==> src/rtl/core/acmp_pkg.sv <==
// Package of the aim cone marker picker: constants, codes and the
// controller to datapath command and status types. Depends on nothing.
package acmp_pkg;

   localparam int MAX_MARKERS_DEF = 32;
   localparam int COORD_BITS_DEF  = 24;

   localparam logic [15:0] SIN_A   = 16'd51472;
   localparam logic [15:0] SIN_B   = 16'd21024;
   localparam logic [15:0] SIN_C   = 16'd2320;
   localparam logic [15:0] QUARTER = 16'd16384;
   localparam logic [16:0] ONE_Q15 = 17'd32768;

   localparam logic [15:0] THRESH_RESET = 16'd32440;
   localparam logic [5:0]  COUNT_RESET  = 6'd0;

   localparam logic [1:0] CSR_MARKER_COUNT  = 2'd0;
   localparam logic [1:0] CSR_AIM_THRESHOLD = 2'd1;

   localparam logic OPC_WRITE = 1'b0;
   localparam logic OPC_QUERY = 1'b1;

   localparam int FWD_OPS     = 18;
   localparam int MARKER_OPS  = 6;
   localparam int DIV_STEPS   = 17;
   localparam int CLOSE_LIMIT = 65536;

   typedef enum logic [3:0] {
      MUL_ZZ, MUL_CZ2, MUL_TZ2, MUL_TZ, MUL_FX, MUL_FY,
      MUL_DXX, MUL_DYY, MUL_DZZ, MUL_DXF, MUL_DYF, MUL_DZF
   } mul_op_type;

   typedef struct packed {
      logic       start;
      logic       wr_en;
      logic       rd_en;
      logic       load;
      logic       mul_go;
      logic       wb;
      mul_op_type mul_op;
      logic [1:0] sine_sel;
      logic       sq_step;
      logic       div_init;
      logic       div_step;
      logic       cmp;
      logic       close;
      logic       out_load;
   } cmd_type;

   typedef struct packed {
      logic close;
   } status_type;

endpackage

==> src/rtl/core/acmp_ctrl.sv <==
// Controller of the aim cone marker picker: handshakes, marker count
// register and the sequence of datapath commands. Depends on acmp_pkg.
module acmp_ctrl import acmp_pkg::*; #(
   parameter int MAX_MARKERS = MAX_MARKERS_DEF,
   parameter int COORD_BITS  = COORD_BITS_DEF,
   localparam int IW = $clog2(MAX_MARKERS),
   localparam int CW = IW + 1
) (
   input  logic          clock,
   input  logic          reset,
   input  logic          req_valid,
   output logic          req_ready,
   input  logic          req_opcode,
   input  logic [4:0]    req_slot,
   input  logic          csr_we,
   input  logic [1:0]    csr_index,
   input  logic [15:0]   csr_wdata,
   output logic          rsp_valid,
   input  logic          rsp_ready,
   input  status_type    status,
   output cmd_type       cmd,
   output logic [IW-1:0] mark_index
);

   localparam int SQ         = COORD_BITS + 2;
   localparam int FWD_CYCLES = 2 * FWD_OPS;
   localparam int MUL_CYCLES = 2 * MARKER_OPS;
   localparam int STEP_W     = $clog2((FWD_CYCLES > SQ) ? FWD_CYCLES : SQ);

   typedef enum logic [9:0] {
      S_IDLE   = 10'b0000000001,
      S_FWD    = 10'b0000000010,
      S_RD     = 10'b0000000100,
      S_LOAD   = 10'b0000001000,
      S_MUL    = 10'b0000010000,
      S_SQRT   = 10'b0000100000,
      S_DIVI   = 10'b0001000000,
      S_DIV    = 10'b0010000000,
      S_CMP    = 10'b0100000000,
      S_FINISH = 10'b1000000000
   } state_type;

   state_type         state_ff, state_in;
   logic [STEP_W-1:0] step_ff, step_in;
   logic [CW-1:0]     idx_ff, idx_in;
   logic [5:0]        count_ff, count_in;
   logic              close_ff, close_in;
   logic              rsp_valid_ff, rsp_valid_in;
   logic [CW-1:0]     n_eff;
   logic [STEP_W-2:0] k;
   logic              accept;

   assign n_eff = (9'(count_ff) > 9'(MAX_MARKERS)) ? CW'(MAX_MARKERS) : CW'(count_ff);
   assign k = step_ff[STEP_W-1:1];
   assign req_ready = (state_ff == S_IDLE);
   assign accept = req_valid && req_ready;
   assign mark_index = idx_ff[IW-1:0];
   assign rsp_valid = rsp_valid_ff;

   always_comb begin
      count_in = count_ff;
      if (csr_we && (csr_index == CSR_MARKER_COUNT)) begin
         count_in = csr_wdata[5:0];
      end
   end

   always_comb begin
      state_in = state_ff;
      step_in  = step_ff;
      idx_in   = idx_ff;
      close_in = close_ff;
      cmd      = '0;
      cmd.mul_op = MUL_ZZ;
      cmd.close  = close_ff;
      unique case (state_ff)
         S_IDLE: begin
            if (accept) begin
               if (req_opcode == OPC_WRITE) begin
                  cmd.wr_en = (9'(req_slot) < 9'(MAX_MARKERS));
               end else begin
                  cmd.start = 1'b1;
                  step_in   = '0;
                  state_in  = S_FWD;
               end
            end
         end
         S_FWD: begin
            cmd.mul_go = ~step_ff[0];
            cmd.wb     = step_ff[0];
            if (k < 16) begin
               cmd.sine_sel = k[3:2];
               unique case (k[1:0])
                  2'd0: cmd.mul_op = MUL_ZZ;
                  2'd1: cmd.mul_op = MUL_CZ2;
                  2'd2: cmd.mul_op = MUL_TZ2;
                  2'd3: cmd.mul_op = MUL_TZ;
               endcase
            end else if (k == 16) begin
               cmd.mul_op = MUL_FX;
            end else begin
               cmd.mul_op = MUL_FY;
            end
            step_in = step_ff + 1'b1;
            if (step_ff == STEP_W'(FWD_CYCLES - 1)) begin
               idx_in   = '0;
               state_in = (n_eff == '0) ? S_FINISH : S_RD;
            end
         end
         S_RD: begin
            cmd.rd_en = 1'b1;
            state_in  = S_LOAD;
         end
         S_LOAD: begin
            cmd.load = 1'b1;
            step_in  = '0;
            state_in = S_MUL;
         end
         S_MUL: begin
            cmd.mul_go = ~step_ff[0];
            cmd.wb     = step_ff[0];
            unique case (k[2:0])
               3'd0:    cmd.mul_op = MUL_DXX;
               3'd1:    cmd.mul_op = MUL_DYY;
               3'd2:    cmd.mul_op = MUL_DZZ;
               3'd3:    cmd.mul_op = MUL_DXF;
               3'd4:    cmd.mul_op = MUL_DYF;
               default: cmd.mul_op = MUL_DZF;
            endcase
            step_in = step_ff + 1'b1;
            if (step_ff == STEP_W'(MUL_CYCLES - 1)) begin
               close_in = status.close;
               step_in  = '0;
               state_in = status.close ? S_CMP : S_SQRT;
            end
         end
         S_SQRT: begin
            cmd.sq_step = 1'b1;
            step_in = step_ff + 1'b1;
            if (step_ff == STEP_W'(SQ - 1)) begin
               state_in = S_DIVI;
            end
         end
         S_DIVI: begin
            cmd.div_init = 1'b1;
            step_in  = '0;
            state_in = S_DIV;
         end
         S_DIV: begin
            cmd.div_step = 1'b1;
            step_in = step_ff + 1'b1;
            if (step_ff == STEP_W'(DIV_STEPS - 1)) begin
               state_in = S_CMP;
            end
         end
         S_CMP: begin
            cmd.cmp = 1'b1;
            idx_in  = idx_ff + 1'b1;
            state_in = ((CW+1)'(idx_ff) + 1'b1 < (CW+1)'(n_eff)) ? S_RD : S_FINISH;
         end
         S_FINISH: begin
            if (!rsp_valid_ff || rsp_ready) begin
               cmd.out_load = 1'b1;
               state_in = S_IDLE;
            end
         end
         default: state_in = S_IDLE;
      endcase
   end

   assign rsp_valid_in = cmd.out_load ? 1'b1 : (rsp_ready ? 1'b0 : rsp_valid_ff);

   always_ff @(posedge clock) begin
      if (reset) begin
         state_ff     <= S_IDLE;
         step_ff      <= '0;
         idx_ff       <= '0;
         close_ff     <= 1'b0;
         count_ff     <= COUNT_RESET;
         rsp_valid_ff <= 1'b0;
      end else begin
         state_ff     <= state_in;
         step_ff      <= step_in;
         idx_ff       <= idx_in;
         close_ff     <= close_in;
         count_ff     <= count_in;
         rsp_valid_ff <= rsp_valid_in;
      end
   end

endmodule

==> config.mk <==
export PLATFORM = sky130hd
export DESIGN_NAME = acmp_ctrl
export DESIGN_NICKNAME = d
export VERILOG_FILES = /design/src/rtl/core/acmp_pkg.sv /design/src/rtl/core/acmp_ctrl.sv
export SDC_FILE = /design/constraint.sdc
export NUM_CORES = 1
export LEC_CHECK = 0
export CAP_MARGIN = 10
export CORE_MARGIN = 2
export CORE_UTILIZATION = 30
export CTS_BUF_LIST = sky130_fd_sc_hd__clkbuf_4
export CTS_CLUSTER_SIZE = 8
export DETAILED_ROUTE_END_ITERATION = 12
export DONT_BUFFER_PORTS = 1
export HOLD_SLACK_MARGIN = 0.02
export SLEW_MARGIN = 30
export SYNTH_ARGS = -nofsm -noshare
export SYNTH_HDL_FRONTEND = slang
export SYNTH_SLANG_ARGS = --single-unit
export TNS_END_PERCENT = 10
==> constraint.sdc <==
create_clock -name clock -period 3.9 [get_ports clock]
set_input_delay 0.39 -clock clock [delete_from_list [all_inputs] [get_ports clock]]
set_output_delay 0.39 -clock clock [all_outputs]
set_load 0.05 [all_outputs]
==> qor.txt <==
main combinational cell family by area after synthesis: simple AND/OR/NAND/NOR gates
Pre-Repair DR Iteration Count: 4
pwr dens: 426 nW/um2
simple-gate share of the synthesized area: 0.319
Die Height: 84.7 um
Fmax: 340 MHz
Root Driver: clkbuf_4
post-synth top area share: 0.307
maximum root-to-sink buffer count: 2
top sig layer: met4
Inserted Diodes: 0
grt total ovfl: 0
Pleak: 0.000728 uW
layout cells sized above 1: 0.142
post-synthesis mux area share: 0.0409
distinct cell type count after synthesis: 53
final hold violation count: 0
latest clock arrival within the worst-skew pair: 0.34 ns
Slowest-stage cell, CP: nor2_1
initial antenna violation count: 0
Setup Skew: 0.00823 ns
largest net degree at the start of global routing: 24
Final Max Tran Viols: 0
setup slack after layout: 0.962 ns
CTS resizes: 0
Mapped Cells: 228
Post-Route WL: 4480 um
HP Class: in2reg
fin crit period: 2.94 ns
VDD IR max: 0.157 mV
Compound-Gate Fraction of Synth Area: 0.158
clk sinks: 30
Top Ports: 55
worst-margin pin slew: 0.962 ns
RSZ-0062 raised after global routing: no
Detailed Route Iter0 Violations: 127
Required @ worst endpoint: 3.51 ns
CP Capture Type: output pin
worst path buffer plus inverter count: 0
Critical Path Fanout Max: 7
wire length on met1: 1980 um
Die Wd: 84.7 um
xor-xnor portion of the synthesized cell area: 0.0537
prevailing post-synth register cell: dfxtp_1
dpl ws: 1.05 ns
Synth area leaders: dfxtp_1 (31%), nor2_1 (8.8%), ha_1 (5.8%)
DRC: 0
Setup Fix Bufs, Post-CTS: 0
post-synthesis adder-cell area fraction: 0.0576
CTS Buf Count: 5
core area: 6310 um2
sequential fraction of the synthesis area: 0.307
vias per inst: 5.35
synthesized flop and latch total: 30
synthesized area per cell: 8.58 um2
crit-path cells: nor4_4 > nand2_1 > nor3b_2 > nor2_1 > nor2_1
vias in the first global route: 1503
H-tree levels: 2
Max Cap Viol: 0
global-route usage over all layers: 0.130
Tcrit/Tclk final: 0.753
Hold Buf Count CTS: 0
DR vias: 1615
total negative slack: 0 ns
met3 wire length: 247 um
CP top delay family: simple AND/OR/NAND/NOR gates
Critical Path Start Type: flop
Crit path top cell by count: nor2_1
Worst-path clk slew: 0.10 ns
WS Path Type: reg2out
met2 WL: 2150 um
standard-cell row count: 29
GP Congestion: 0.807
async set-reset flop share out of synthesis: 0
delay of the slowest cell on the worst path: 0.68 ns
Yosys Warn Count: 0
Synth Net Count: 267
post-route ant nets: 0
outcome: finished, final reports clean
Initial Util: 0.310
crit path DAT: 2.55 ns
first-pass GRT wire length: 7500 um
TritonCTS clock tree: built
post-synth top area cell: dfxtp_1
final hold slack: 0.107 ns
DP Wirelength: 3440 um
Cell Area, Synth: 1960 um2
Nets: 263
synth-to-layout area growth: 5.50%
Setup violations, final: 0
IO Port Bufs: 0
Post-synth EDFFs: 0
wire per inst: 14.8 um
die area: 7180 um2
Worst slew margin: 0.355
==> layout make-up <==
type	instances	area (um2)
timing repair buffer	3	22.5
clock inverter	2	8.76
multi-input combinational	175	1260
inverter	9	33.8
fill	692	4250
sequential	30	601
tap	77	96.3
clock buffer	6	45.0
==> final timing paths <==
path               start          end  slack (ns)  cells past startpoint
max reg2reg    idx_ff[0]  state_ff[9]        1.07                      9
min reg2reg  count_ff[1]  count_ff[1]        0.54                      2
max          state_ff[0]      cmd[12]        0.96                      5
min                reset    idx_ff[0]        0.11                      1
==> Yosys cell counts (2+ instances only) <==
master    count
xnor2_1       6
nand4_1       3
and2_1        3
nor4_4        4
nor2b_1       5
a21oi_1       7
buf_2         3
nor2_1       46
a21o_1        2
ha_1          9
nor3_1        2
nand2b_1      2
xor2_1        6
dfxtp_1      30
mux2i_1       8
o211ai_1      2
inv_1         9
nand2_1      18
clkbuf_1      3
o21ai_0       3
and3_1        4
nor3b_1       3
a22oi_1       7
buf_4         7
nor3b_2       2
nor4_1        3
nand3_1       5
==> stage by stage <==
step / total power (uW) / std cells / utilization / area (um2)
6_report: 878 / 302 / 0.327 / 2060
5_1_grt: 934 / 302 / 0.327 / 2060
4_1_cts: 889 / 302 / 0.327 / 2060
3_5_place_dp: 700 / 294 / 0.318 / 2010
3_3_place_gp: 696 / 294 / 0.318 / 2010
2_1_floorplan: 639 / 228 / - / 1960
==> metal layers <==
layer	GRT usage	vias to the layer above
met4	0.0563	0
met3	0.0423	9
met5	0	-
met2	0.207	37
met1	0.161	773
li1	-	796
==> cells in the final DEF (no fill, tap or decap), drive strengths merged, types with 6 or more instances in the layout <==
cell,instances
xor2,6
clkbuf,6
nand2,18
a22oi,7
a21oi,7
mux2i,8
nor4,8
nor2,46
inv,9
dfxtp,30
ha,9
xnor2,6
==> logic make-up (layout without fill, tap and decap cells) <==
group / Yosys count / after routing
AND/OR/NAND/NOR: 108 / 108
AO/OA/AOI/OAI: 38 / 38
buffers and inverters: 23 / 20
adder cells (fa/ha/maj): 9 / 9
multiplexers: 8 / 8
XOR/XNOR: 12 / 12
flip-flops: 30 / 30
==> registers in the layout, indices dropped and copies added, names as in the netlist <==
register / flops
state_ff: 10
idx_ff: 6
step_ff: 6
count_ff: 6
close_ff: 1
rsp_valid: 1
==> report_power, final <==
group,switching (uW),total (uW),internal [uW],leakage [uW]
Combinational,222,343,121,0.000452
Sequential,25.9,348,323,0.000243
Clock,112,187,74.6,0.0000331
No activity file was read; power rests on OpenSTA's default activity.
